File: src/rtl/core/mmbd_pkg.sv
// mmbd_pkg: shared types and constants for the min/max bucket decimator.
// Used by mmbd_front, mmbd_back, the top level and the bench; depends on nothing.
package mmbd_pkg;

  localparam int unsigned LIMIT_RESET = 512;
  localparam int unsigned LIMIT_FLOOR = 2;
  localparam int unsigned QUEUE_DEPTH = 4;

  typedef enum logic [1:0] {
    CFG_SAMPLE_COUNT   = 2'd0,
    CFG_POINT_LIMIT    = 2'd1,
    CFG_CHANNEL_SELECT = 2'd2
  } cfg_index_t;

  typedef struct packed {
    logic two;
    logic eoc;
  } cmd_flags_t;

  localparam int unsigned FLAG_BITS = $bits(cmd_flags_t);

  typedef enum logic {
    PH_FIRST,
    PH_SECOND
  } phase_t;

endpackage

File: src/rtl/core/mmbd_front.sv
// mmbd_front: accepts samples, tracks curve position, bucket bounds and extremes,
// and issues one- or two-point commands. Depends on mmbd_pkg.
module mmbd_front #(
  parameter int COUNT_BITS  = 16,
  parameter int VALUE_BITS  = 32,
  parameter int HEIGHT_BITS = 20
) (
  input  logic                          clk,
  input  logic                          rst,
  input  logic [COUNT_BITS-1:0]         sample_count,
  input  logic [COUNT_BITS-1:0]         point_limit,
  input  logic                          channel_select,
  input  logic                          take,
  input  logic [HEIGHT_BITS-1:0]        height_um,
  input  logic signed [VALUE_BITS-1:0]  backscatter_value,
  input  logic signed [VALUE_BITS-1:0]  transmission_value,
  output logic                          push,
  output mmbd_pkg::cmd_flags_t          flags,
  output logic [HEIGHT_BITS-1:0]        h0,
  output logic [VALUE_BITS-1:0]         v0,
  output logic [HEIGHT_BITS-1:0]        h1,
  output logic [VALUE_BITS-1:0]         v1
);
  import mmbd_pkg::*;

  localparam int ACC_BITS = 2 * COUNT_BITS + 1;

  logic [COUNT_BITS-1:0]         position, position_next;
  logic [ACC_BITS-1:0]           acc, acc_next;
  logic signed [VALUE_BITS-1:0]  min_value, min_value_next, max_value, max_value_next;
  logic [HEIGHT_BITS-1:0]        min_height, min_height_next, max_height, max_height_next;
  logic [COUNT_BITS-1:0]         min_position, min_position_next;
  logic [COUNT_BITS-1:0]         max_position, max_position_next;

  logic signed [VALUE_BITS-1:0]  v;
  logic                          is_last, pass, close;
  logic [COUNT_BITS-1:0]         inner, buckets;
  logic [ACC_BITS-1:0]           inner_ext, buckets_ext;
  logic signed [VALUE_BITS-1:0]  mn_v, mx_v;
  logic [HEIGHT_BITS-1:0]        mn_h, mx_h;
  logic [COUNT_BITS-1:0]         mn_p, mx_p;

  always_comb begin
    v           = channel_select ? transmission_value : backscatter_value;
    is_last     = (sample_count != '0) && (position == sample_count - 1'b1);
    pass        = (sample_count <= point_limit) ||
                  (point_limit <= COUNT_BITS'(LIMIT_FLOOR)) ||
                  (position >= sample_count);
    inner       = sample_count - COUNT_BITS'(2);
    buckets     = point_limit >> 1;
    inner_ext   = ACC_BITS'(inner);
    buckets_ext = ACC_BITS'(buckets);
    close       = acc < buckets_ext;

    if (min_position == '0) begin
      mn_v = v; mn_h = height_um; mn_p = position;
      mx_v = v; mx_h = height_um; mx_p = position;
    end else begin
      mn_v = min_value; mn_h = min_height; mn_p = min_position;
      mx_v = max_value; mx_h = max_height; mx_p = max_position;
      if (v < min_value) begin
        mn_v = v; mn_h = height_um; mn_p = position;
      end
      if (v > max_value) begin
        mx_v = v; mx_h = height_um; mx_p = position;
      end
    end
  end

  always_comb begin
    push      = 1'b0;
    flags.two = 1'b0;
    flags.eoc = 1'b0;
    h0 = height_um;
    v0 = v;
    h1 = mx_h;
    v1 = mx_v;
    position_next     = is_last ? '0 : position + 1'b1;
    acc_next          = acc;
    min_value_next    = min_value;
    min_height_next   = min_height;
    min_position_next = min_position;
    max_value_next    = max_value;
    max_height_next   = max_height;
    max_position_next = max_position;

    priority if (pass || is_last) begin
      push      = 1'b1;
      flags.eoc = is_last;
    end else if (position == '0) begin
      push              = 1'b1;
      acc_next          = inner_ext - buckets_ext;
      min_position_next = '0;
    end else begin
      min_value_next    = mn_v;
      min_height_next   = mn_h;
      max_value_next    = mx_v;
      max_height_next   = mx_h;
      max_position_next = mx_p;
      if (close) begin
        push              = 1'b1;
        acc_next          = acc + inner_ext - buckets_ext;
        min_position_next = '0;
        if (mn_p == mx_p) begin
          h0 = mn_h; v0 = mn_v;
        end else if (mn_p < mx_p) begin
          flags.two = 1'b1;
          h0 = mn_h; v0 = mn_v;
          h1 = mx_h; v1 = mx_v;
        end else begin
          flags.two = 1'b1;
          h0 = mx_h; v0 = mx_v;
          h1 = mn_h; v1 = mn_v;
        end
      end else begin
        acc_next          = acc - buckets_ext;
        min_position_next = mn_p;
      end
    end
  end

  always_ff @(posedge clk) begin
    if (rst) begin
      position     <= '0;
      acc          <= '0;
      min_value    <= '0;
      min_height   <= '0;
      min_position <= '0;
      max_value    <= '0;
      max_height   <= '0;
      max_position <= '0;
    end else if (take) begin
      position     <= position_next;
      acc          <= acc_next;
      min_value    <= min_value_next;
      min_height   <= min_height_next;
      min_position <= min_position_next;
      max_value    <= max_value_next;
      max_height   <= max_height_next;
      max_position <= max_position_next;
    end
  end

endmodule

File: src/rtl/core/mmbd_queue.sv
// mmbd_queue: small command FIFO between front and back.
// Does not depend on mmbd_pkg; width and depth are parameters.
module mmbd_queue #(
  parameter int WIDTH = 106,
  parameter int DEPTH = 4
) (
  input  logic             clk,
  input  logic             rst,
  input  logic             push,
  input  logic [WIDTH-1:0] wr_data,
  input  logic             pop,
  output logic [WIDTH-1:0] rd_data,
  output logic             full,
  output logic             empty
);
  localparam int PTR_BITS = (DEPTH > 1) ? $clog2(DEPTH) : 1;
  localparam int CNT_BITS = $clog2(DEPTH + 1);

  logic [WIDTH-1:0]    entries [DEPTH];
  logic [PTR_BITS-1:0] wr_ptr, rd_ptr;
  logic [CNT_BITS-1:0] count;
  logic                do_push, do_pop;

  assign full    = count == CNT_BITS'(DEPTH);
  assign empty   = count == '0;
  assign do_push = push && !full;
  assign do_pop  = pop && !empty;
  assign rd_data = entries[rd_ptr];

  always_ff @(posedge clk) begin
    if (do_push) begin
      entries[wr_ptr] <= wr_data;
    end
  end

  always_ff @(posedge clk) begin
    if (rst) begin
      wr_ptr <= '0;
      rd_ptr <= '0;
      count  <= '0;
    end else begin
      if (do_push) begin
        wr_ptr <= (wr_ptr == PTR_BITS'(DEPTH - 1)) ? '0 : wr_ptr + 1'b1;
      end
      if (do_pop) begin
        rd_ptr <= (rd_ptr == PTR_BITS'(DEPTH - 1)) ? '0 : rd_ptr + 1'b1;
      end
      count <= count + CNT_BITS'(do_push) - CNT_BITS'(do_pop);
    end
  end

endmodule

File: src/rtl/core/mmbd_back.sv
// mmbd_back: expands queued commands into single points and holds the output register.
// Depends on mmbd_pkg (cmd_flags_t, phase_t).
module mmbd_back #(
  parameter int VALUE_BITS  = 32,
  parameter int HEIGHT_BITS = 20
) (
  input  logic                          clk,
  input  logic                          rst,
  input  logic                          head_valid,
  input  mmbd_pkg::cmd_flags_t          flags,
  input  logic [HEIGHT_BITS-1:0]        h0,
  input  logic [VALUE_BITS-1:0]         v0,
  input  logic [HEIGHT_BITS-1:0]        h1,
  input  logic [VALUE_BITS-1:0]         v1,
  output logic                          pop,
  output logic                          out_valid,
  input  logic                          out_ready,
  output logic [HEIGHT_BITS-1:0]        point_height,
  output logic signed [VALUE_BITS-1:0]  point_value,
  output logic                          last_of_run,
  output logic                          end_of_curve
);
  import mmbd_pkg::*;

  phase_t phase, phase_next;
  logic   load, final_pt;

  assign load     = head_valid && (!out_valid || out_ready);
  assign final_pt = !flags.two || (phase == PH_SECOND);

  always_comb begin
    phase_next = phase;
    unique case (phase)
      PH_FIRST:  if (load && flags.two) phase_next = PH_SECOND;
      PH_SECOND: if (load) phase_next = PH_FIRST;
      default:   phase_next = PH_FIRST;
    endcase
  end

  always_comb begin
    pop = load && final_pt;
  end

  always_ff @(posedge clk) begin
    if (rst) begin
      phase     <= PH_FIRST;
      out_valid <= 1'b0;
    end else begin
      phase <= phase_next;
      if (load) begin
        out_valid <= 1'b1;
      end else if (out_ready) begin
        out_valid <= 1'b0;
      end
    end
  end

  always_ff @(posedge clk) begin
    if (load) begin
      point_height <= (phase == PH_SECOND) ? h1 : h0;
      point_value  <= (phase == PH_SECOND) ? v1 : v0;
      last_of_run  <= final_pt;
      end_of_curve <= flags.eoc && !flags.two;
    end
  end

endmodule

File: src/rtl/core/min_max_bucket_decimator.sv
// min_max_bucket_decimator: top level; configuration registers, front, queue, back.
// Depends on mmbd_pkg, mmbd_front, mmbd_queue, mmbd_back.
//
// Usage: program sample_count, point_limit and channel_select through the cfg
// channel (cfg_index, cfg_data; cfg_ready is always high) while the block is idle,
// then stream one curve of samples on in_valid/in_ready. Each request yields zero,
// one or two points on out_valid/out_ready; last_of_run marks the final point of a
// request and end_of_curve the point for the curve's last sample.
// A sample's command enters the queue when the sample is accepted; its first point
// is then loaded from the queue head into the output register. The front stage
// takes one sample per cycle, and in_ready drops only when the queue is full; the
// output port moves one point per cycle while out_ready is high, so a two-point
// bucket close occupies it for both. The four-entry command queue absorbs that.
// When the receiver stalls, the output register holds its point and the queue
// fills, after which in_ready falls. Reset empties the queue and output register,
// returns the curve position, bucket accumulator and extremes to zero, and loads
// sample_count 0, point_limit 512, channel_select 0.
module min_max_bucket_decimator #(
  parameter int COUNT_BITS  = 16,
  parameter int VALUE_BITS  = 32,
  parameter int HEIGHT_BITS = 20
) (
  input  logic                          clk,
  input  logic                          rst,
  input  logic                          cfg_valid,
  output logic                          cfg_ready,
  input  mmbd_pkg::cfg_index_t          cfg_index,
  input  logic [COUNT_BITS-1:0]         cfg_data,
  input  logic                          in_valid,
  output logic                          in_ready,
  input  logic [HEIGHT_BITS-1:0]        height_um,
  input  logic signed [VALUE_BITS-1:0]  backscatter_value,
  input  logic signed [VALUE_BITS-1:0]  transmission_value,
  output logic                          out_valid,
  input  logic                          out_ready,
  output logic [HEIGHT_BITS-1:0]        point_height,
  output logic signed [VALUE_BITS-1:0]  point_value,
  output logic                          last_of_run,
  output logic                          end_of_curve
);
  import mmbd_pkg::*;

  localparam int PT_BITS = HEIGHT_BITS + VALUE_BITS;
  localparam int Q_WIDTH = FLAG_BITS + 2 * PT_BITS;

  logic [COUNT_BITS-1:0] sample_count, point_limit;
  logic                  channel_select;

  logic                  take, q_push, q_pop, q_full, q_empty;
  cmd_flags_t            f_flags, b_flags;
  logic [HEIGHT_BITS-1:0] f_h0, f_h1, b_h0, b_h1;
  logic [VALUE_BITS-1:0]  f_v0, f_v1, b_v0, b_v1;
  logic [Q_WIDTH-1:0]     q_wr, q_rd;

  assign cfg_ready = 1'b1;
  assign in_ready  = !q_full;
  assign take      = in_valid && in_ready;

  always_ff @(posedge clk) begin
    if (rst) begin
      sample_count   <= '0;
      point_limit    <= COUNT_BITS'(LIMIT_RESET);
      channel_select <= 1'b0;
    end else if (cfg_valid && cfg_ready) begin
      unique case (cfg_index)
        CFG_SAMPLE_COUNT:   sample_count   <= cfg_data;
        CFG_POINT_LIMIT:    point_limit    <= cfg_data;
        CFG_CHANNEL_SELECT: channel_select <= cfg_data[0];
        default: ;
      endcase
    end
  end

  mmbd_front #(
    .COUNT_BITS (COUNT_BITS),
    .VALUE_BITS (VALUE_BITS),
    .HEIGHT_BITS(HEIGHT_BITS)
  ) u_front (
    .clk               (clk),
    .rst               (rst),
    .sample_count      (sample_count),
    .point_limit       (point_limit),
    .channel_select    (channel_select),
    .take              (take),
    .height_um         (height_um),
    .backscatter_value (backscatter_value),
    .transmission_value(transmission_value),
    .push              (q_push),
    .flags             (f_flags),
    .h0                (f_h0),
    .v0                (f_v0),
    .h1                (f_h1),
    .v1                (f_v1)
  );

  assign q_wr = {f_flags, f_h0, f_v0, f_h1, f_v1};
  assign {b_flags, b_h0, b_v0, b_h1, b_v1} = q_rd;

  mmbd_queue #(
    .WIDTH(Q_WIDTH),
    .DEPTH(QUEUE_DEPTH)
  ) u_queue (
    .clk    (clk),
    .rst    (rst),
    .push   (take && q_push),
    .wr_data(q_wr),
    .pop    (q_pop),
    .rd_data(q_rd),
    .full   (q_full),
    .empty  (q_empty)
  );

  mmbd_back #(
    .VALUE_BITS (VALUE_BITS),
    .HEIGHT_BITS(HEIGHT_BITS)
  ) u_back (
    .clk         (clk),
    .rst         (rst),
    .head_valid  (!q_empty),
    .flags       (b_flags),
    .h0          (b_h0),
    .v0          (b_v0),
    .h1          (b_h1),
    .v1          (b_v1),
    .pop         (q_pop),
    .out_valid   (out_valid),
    .out_ready   (out_ready),
    .point_height(point_height),
    .point_value (point_value),
    .last_of_run (last_of_run),
    .end_of_curve(end_of_curve)
  );

  a_queue_state: assert property (@(posedge clk) disable iff (rst) !(q_full && q_empty))
    else $error("queue reports full and empty at once");

  a_no_pop_empty: assert property (@(posedge clk) disable iff (rst) q_pop |-> !q_empty)
    else $error("pop from empty queue");

  a_eoc_is_last: assert property (@(posedge clk) disable iff (rst)
    (out_valid && end_of_curve) |-> last_of_run)
    else $error("end_of_curve on a point that is not last of its request");

  a_full_blocks: assert property (@(posedge clk) disable iff (rst)
    (q_full && !q_pop) |=> q_full)
    else $error("queue drained without a pop");

endmodule

File: config.mk
export PLATFORM = sky130hd
export DESIGN_NAME = min_max_bucket_decimator
export DESIGN_NICKNAME = d
export VERILOG_FILES = /design/src/rtl/core/mmbd_pkg.sv /design/src/rtl/core/mmbd_front.sv /design/src/rtl/core/mmbd_queue.sv /design/src/rtl/core/mmbd_back.sv /design/src/rtl/core/min_max_bucket_decimator.sv
export SDC_FILE = /design/constraint.sdc
export NUM_CORES = 1
export LEC_CHECK = 0
export BUFFER_PORTS_ARGS = -buffer_cell sky130_fd_sc_hd__buf_4
export CAP_MARGIN = 10
export CORE_MARGIN = 2
export CORE_UTILIZATION = 60
export DETAILED_ROUTE_END_ITERATION = 6
export GPL_ROUTABILITY_DRIVEN = 1
export PLACE_DENSITY = 0.78
export SLEW_MARGIN = 20
export SYNTH_ARGS = -nofsm -noshare
export SYNTH_HDL_FRONTEND = slang
export SYNTH_HIERARCHICAL = 1
export SYNTH_SLANG_ARGS = --single-unit
File: constraint.sdc
create_clock -name clk -period 7.7 [get_ports clk]
set_clock_uncertainty 0.1 [all_clocks]
set_input_delay 0 -clock clk [delete_from_list [all_inputs] [get_ports clk]]
set_output_delay 0 -clock clk [all_outputs]
set_load 0.01 [all_outputs]
-- After elaboration in Yosys (flattened, before gate mapping)
Memory sizes are Yosys's and may differ from the RTL's. A register that Yosys moved wholly into a read port is not among the register bits.
Cells that the tools add are included.
- output and inout bits: 57
- bits in registers: 281
- bits in writable memories: 424
- memories kept: 1
- reduce and logical (&&, ||, !) cells: 29
- equality and inequality tests: 7
- add/subtract/negate cells: 11
- mux-type cells: 59
- order comparisons: 7
- bitwise operators: 3
- memory list (name ; depth ; bits a word ; rd ports ; clocked after memory_dff ; wr ports ; line ; text):
    u_queue.entries ; 4 ; 106 ; 1 ; 1 ; 1 ; mmbd_queue.sv:19 ; logic [WIDTH-1:0] entries [DEPTH];
- operators by type and width (operator ; number):
    32-bit 2-to-1 mux ; 16
    20-bit 2-to-1 mux ; 15
    16-bit 2-to-1 mux ; 7
    33-bit 2-to-1 mux ; 2
    33-bit by 15-bit subtractor with 33-bit output ; 2
    33-bit by 16-bit adder with 33-bit output ; 1
    33-bit by 15-bit < comparator with 1-bit output ; 1
    16-bit equality test ; 2
    32-bit > comparator ; 1
    16-bit zero test ; 2
    32-bit < comparator ; 1
    16-bit by 15-bit subtractor with 17-bit output ; 1
    16-bit by 1-bit adder with 16-bit output, second input constant ; 1
    16-bit greater-or-equal comparator ; 1
    16-bit less-or-equal comparator ; 1
    16-bit by 2-bit less-or-equal comparator with 1-bit output, second input constant ; 1
    16-bit < comparator ; 1
    16-bit nonzero test ; 1
    16-bit by 1-bit subtractor with 16-bit output, second input constant ; 1
    16-bit by 2-bit subtractor with 16-bit output, second input constant ; 1
    1-bit 2-to-1 mux ; 14
    1-bit logical AND ; 9
    2-bit 2-to-1 mux ; 4
    2-bit AND reduction ; 4
    other kinds (14) ; 26

-- Logic depth before layout (Yosys ltp)
- word-level depth: 10
- depth in mapped cells: 30
- gate-level depth less buffers: 23

-- Modules after synthesis
Netlist, hierarchy kept.
- by module, submodules not included (module ; cells an instance ; sequential area each (µm²) ; times used ; area each (µm²)):
    mmbd_front ; 2188 ; 3703.6 ; 1 ; 16958.8
    mmbd_queue ; 605 ; 12912.4 ; 1 ; 15765.1
    mmbd_back ; 126 ; 1661.6 ; 1 ; 2560.0
    min_max_bucket_decimator ; 135 ; 660.6 ; 1 ; 1410.1

-- Worst setup path after synthesis
No wires, ideal clock.
- path kind: flip-flop to flip-flop
- start point: register channel_select
- end point: memory u_queue.entries[0][100], data pin
- data required time: 7408 ps
- data arrival time: 6284 ps
- slack: 1124 ps
- cell stages (with the launch flop): 29
- cells stage by stage: dfxtp_1 > clkbuf_1 > buf_1 > mux2i_1 > inv_1 > ha_1 > a21o_1 > a21o_1 > a221o_1 > o21ai_0 > o211ai_1 > or4_1 > o2111a_1 > buf_1 > buf_1 > mux2_2 > ha_1 > a21o_1 > a21o_1 > a21oi_1 > o21ai_0 > o2111ai_1 > nand3_1 > nand2b_1 > clkbuf_1 > a211o_1 > clkbuf_1 > clkbuf_1 > a22oi_1
- cells in the longest elaborated chain, start to end: 10
- elaborated cells on any way between the ends: 18
- ends and longest elaborated chain (what ; line ; text):
    start: declaration ; min_max_bucket_decimator.sv:47 ; logic channel_select;
    start signal: assignment ; min_max_bucket_decimator.sv:68 ; CFG_CHANNEL_SELECT: channel_select <= cfg_data[0];
    32-bit 2-to-1 mux (*) ; mmbd_front.sv:44 ; v = channel_select ? transmission_value : backscatter_value;
    32-bit < comparator or 32-bit > comparator (tied branches) ; mmbd_front.sv:61, mmbd_front.sv:64 ;
    16-bit 2-to-1 mux (on tied branches) ; mmbd_front.sv:61, mmbd_front.sv:64 ;
    16-bit 2-to-1 mux ; mmbd_front.sv:55 ; if (min_position == '0) begin
    16-bit < comparator ; mmbd_front.sv:106 ; end else if (mn_p < mx_p) begin
    20-bit 2-to-1 mux ; mmbd_front.sv:106 ;
    20-bit 2-to-1 mux (*) ; mmbd_front.sv:104 ; if (mn_p == mx_p) begin
    20-bit 2-to-1 mux (*) ; mmbd_front.sv:100 ; if (close) begin
    20-bit 2-to-1 mux (*) ; mmbd_front.sv:90 ; end else if (position == '0) begin
    20-bit 2-to-1 mux (*) ; mmbd_front.sv:87 ; priority if (pass || is_last) begin
    net f_h0[16] ; min_max_bucket_decimator.sv:51 ; logic [HEIGHT_BITS-1:0] f_h0, f_h1, b_h0, b_h1;
    end: declaration ; mmbd_queue.sv:19 ;
The timed path passes the listed nets; every way through them passes the cells marked *.

-- Worst setup path in the final report
- start point: register channel_select
- end point: memory u_queue.entries[2][81], data pin
- cells in the longest elaborated chain, start to end: 10
- elaborated cells on any way between the ends: 18
- ends and longest elaborated chain (what ; line ; text):
    32-bit 2-to-1 mux (*) ; mmbd_front.sv:44 ;
    32-bit < comparator or 32-bit > comparator (tied branches) ; mmbd_front.sv:61, mmbd_front.sv:64 ;
    16-bit 2-to-1 mux (on tied branches) ; mmbd_front.sv:61, mmbd_front.sv:64 ;
    16-bit 2-to-1 mux ; mmbd_front.sv:55 ;
    16-bit < comparator ; mmbd_front.sv:106 ;
    32-bit 2-to-1 mux ; mmbd_front.sv:106 ;
    32-bit 2-to-1 mux ; mmbd_front.sv:104 ;
    32-bit 2-to-1 mux ; mmbd_front.sv:100 ;
    32-bit 2-to-1 mux ; mmbd_front.sv:90 ;
    32-bit 2-to-1 mux (*) ; mmbd_front.sv:87 ;
    net f_v0[29] ; min_max_bucket_decimator.sv:52 ; logic [VALUE_BITS-1:0] f_v0, f_v1, b_v0, b_v1;
Marked as above.

==> impl_metrics.csv <==
group,metric,value,unit
min_path,holdPathEnd,"u_queue/entries[1][58]$_DFFE_PP_",
final_layout,n_antenna_cell,0,
synthesis,synth_top_family_by_area,"compound AO/OA/AOI/OAI gates",
timing,setup_viol,0,
power,p_total,0.01289,W
power,power_density,304.2,nW/um^2
synthesis,postSynthAreaPerCell,12.02,um^2
min_path,hold_path.startpoint,"transmission_value[6]",
synthesis,muxShareOfSynthArea,11.46,%
global_routing,grt_use_total,31.37,%
global_routing,grt_use_met3,4.411,%
timing,worst_slew_pin_slew,1.217,ns
critical_path,worstPathMaxFanout,42,
power,ir_worst_vdd,0.2305,mV
floorplanning,core,60360,um^2
critical_path,cp.arrival,7.65,ns
clock_tree,cts_buffer_depth,3,
detailed_routing,vias,26960,
critical_path,path_class,"reg -> reg",
synthesis,ys_seq_elements,707,
final_layout,area_delta_synth_final,15.45,%
critical_path,end_kind,"flip-flop",
final_layout,postLayoutCoreUtil,70.19,%
critical_path,max_stage_delay,0.59,ns
timing,hold_viol,0,
clock_tree,cts-root-buf,"clkbuf_16",
clock_tree,cts_buffers,75,
placed_design,place.gp.congestion,0.9508,
synthesis,synth_most_common_cell,"edfxtp_1",
floorplanning,die-width,251.3,um
global_routing,grt_overflow_total,0,
power,power_leakage,15.40,nW
clock_tree,clk_transition_reported_paths,0.06,ns
synthesis,syn-instance-count,3054,
critical_path,rr_startpoint,"channel_select$_SDFFE_PP0P_",
clock_tree,cts_tree,"yes",
timing,drv_slew,0,
critical_path,reg2reg_depth,25,
timing,fmax,135.2,MHz
final_layout,nFillCells,3966,
floorplanning,start_util,60.79,%
global_routing,grt_start_max_net_pins,84,
detailed_routing,wl,99260,um
power,power_frac_clock,28.4,%
status,status,"finished clean",
synthesis,synth_xor_area_share,2.435,%
placed_design,port_buffers,162,
critical_path,start_kind,"flip-flop",
detailed_routing,viasPerCell,6.518,
detailed_routing,antenna_left,0,
synthesis,synth_seq_area_share,51.61,%
synthesis,syn_nets,3381,
power,power_frac_seq,39.3,%
synthesis,yosysUniqueCellTypes,86,
global_routing,use_met1,39.81,%
final_layout,nets,3621,
critical_path,crit_slowest_cell,"dlygate4sd3_1",
placed_design,post-dp-hpwl,60580,um
global_routing,grt.busiest_layer,"met2",
synthesis,synth-compound-area-share,13.35,%
synthesis,synth-main-ff-cell,"edfxtp_1",
synthesis,synth_top_area_share,39.12,%
power,p_sw_share,31.69,%
final_layout,drive_above_1_share,17.94,%
synthesis,synth-simple-area-share,8.753,%
power,internal_power,0.008803,W
critical_path,crit_required,7.96,ns
synthesis,netlist_area,36690,um^2
floorplanning,die_area,63150,um^2
global_routing,grt_first_pass_wirelength,154200,um
timing,period_needed,7.394,ns
critical_path,r2r_slack,0.31,ns
floorplanning,die-height,251.3,um
timing,timing.final.crit_share,96.03,%
detailed_routing,dr.pass1.iters,5,
timing,relSlewSlack,18.86,%
timing,rsz0062_at_grt,"yes",
synthesis,async_flop_share,0,%
min_path,whs_path_depth,3,
synthesis,synth_common_cells,"edfxtp_1, dfxtp_1, inv_1, ha_1, nand2_1",
synthesis,synth_fa_ha_area_share,7.870,%
global_routing,antenna_found_initial,0,
detailed_routing,drt_iter0_markers,2919,
synthesis,synth-edff-count,478,
detailed_routing,routedWlPerCell,23.99,um
global_routing,grt_pass1_vias,27880,
clock_tree,cts_setup_buffers,0,
clock_tree,cts-htree-levels,3,
synthesis,synth_warnings,6,
floorplanning,rows,90,
global_routing,met2_usage,52.84,%
synthesis,yosys.area.top_type,"edfxtp_1",
synthesis,yosys-top-cells-area,"edfxtp_1, dfxtp_1, ha_1",
clock_tree,clock_latency,0.62,ns
power,p_sw,0.004084,W
critical_path,reg2reg_to,"u_queue/entries[2][81]$_DFFE_PP_",
floorplanning,io_pins,164,
min_path,hold_path_class,"in -> reg",
run,max_cap_viol_count,0,
clock_tree,cts.sinks,707,
detailed_routing,drc,0,
power,p_comb_share,32.2,%
[cell usage in the layout (no fill, tap or decap), types with 18 or more instances in the layout]
cell	synthesis	final
nand3_1	42	41
fa_1	18	18
a21oi_1	146	146
o22ai_1	108	108
mux2_2	18	18
nor3_1	34	33
a31oi_1	29	29
mux2i_1	88	88
nand4_1	26	26
nand2b_1	67	66
dlygate4sd3_1	0	125
xnor2_1	64	64
a21oi_2	50	50
ha_1	202	202
mux2_4	49	49
o21ai_0	68	68
nor2b_1	27	27
nor2_1	180	177
a22oi_1	51	49
xor2_1	38	38
dfxtp_1	229	225
a21o_1	48	48
inv_1	206	206
clkbuf_16	0	78
edfxtp_1	478	478
a211oi_1	81	81
nand2_1	190	189
buf_4	2	208
mux4_2	106	106
[how the worst max path moves through the flow]
stage	to	depth (start not counted)	startpoint	slack, ns
2_1_floorplan	u_queue/entries[0][100]$_DFFE_PP_	28	channel_select$_SDFFE_PP0P_	1.12
3_3_place_gp	u_queue/entries[2][9]$_DFFE_PP_	22	channel_select$_SDFFE_PP0P_	0.83
3_5_place_dp	u_queue/entries[3][9]$_DFFE_PP_	22	channel_select$_SDFFE_PP0P_	0.71
4_1_cts	u_queue/entries[0][9]$_DFFE_PP_	25	channel_select$_SDFFE_PP0P_	0.34
5_1_grt	u_queue/entries[3][81]$_DFFE_PP_	25	channel_select$_SDFFE_PP0P_	-0.03
6_report	u_queue/entries[2][81]$_DFFE_PP_	25	channel_select$_SDFFE_PP0P_	0.31
[repair_timing]
| item | CTS | global route |
|---|---|---|
| hold endpoints to repair | 467 | 0 |
| endpoints found under the setup margin | 0 | 66 |
| hold buffers | 125 | 0 |
| resized for setup | 0 | 5 |
[worst max-delay path, delay by kind of cell (launching register included)]
| kind | cells | cell delay, ns |
|---|---|---|
| muxes | 2 | 0.56 |
| adders and majority gates | 2 | 0.48 |
| AOI/OAI and AO/OA | 11 | 2.81 |
| DFF | 1 | 0.42 |
| and+or+nand+nor | 4 | 1.17 |
| buffers and inverters | 6 | 1.57 |
[power by group through the flow]
stage               Sequential [W]  Clock [W]  Combinational (W)
detailed placement         0.00514          0            0.00402
global placement           0.00510          0            0.00392
CTS                        0.00507    0.00370            0.00410
floorplan                  0.00508          0            0.00288
finish                     0.00507    0.00366            0.00416
global route               0.00512    0.00384            0.00447
[stage by stage]
stage / hold WS [ns] / setup TNS [ns] / setup WS [ns] / instances / area [um^2]
after CTS: 0.02236 / 0 / 0.3416 / 4136 / 42330
after detailed placement: 0.1807 / 0 / 0.7112 / 3873 / 38560
final: 0.04661 / 0 / 0.3060 / 4137 / 42360
after floorplan: -0.03093 / 0 / 1.124 / 3054 / 36690
after global placement: 0.1677 / 0 / 0.8340 / 3873 / 38550
after global routing: 0.1088 / -0.3002 / -0.02659 / 4137 / 42360
[area by class of cell]
cell class                      instances  area (um^2)  share of cell area [%]
Clock inverter                         43        439.2                   1.037
Tap cell                              782        978.4                   2.310
Clock buffer                           95         2086                   4.923
Sequential cell                       707        18950                   44.73
Inverter                              207        777.0                   1.834
Timing Repair Buffer                  341         2947                   6.955
Multi-Input combinational cell       1962        16190                   38.21
[per-layer routing]
metal / routed length (um) / vias up
met4: 4757 / 0
met2: 48160 / 1471
met3: 8220 / 299
met5: 0 / -
met1: 38130 / 13230
li1: - / 11970
[sequential cells by signal, indices dropped and copies added (netlist names), 20 cells and up, named ones only]
name	count
u_queue/entries	424
u_front/acc	33
u_back/point_value	32
u_front/max_value	32
u_front/min_value	32
u_back/point_height	20
u_front/max_height	20
u_front/min_height	20
[cells by family (layout without fill, tap and decap cells)]
| group | Yosys count | count (layout) |
|---|---|---|
| other cells | 1 | 1 |
| flops | 707 | 707 |
| xor+xnor | 102 | 102 |
| buf+inv | 386 | 686 |
| simple gates | 661 | 662 |
| mux | 261 | 261 |
| fa+ha+maj | 220 | 220 |
| compound gates | 716 | 716 |
(Power assumes the default switching activity.)
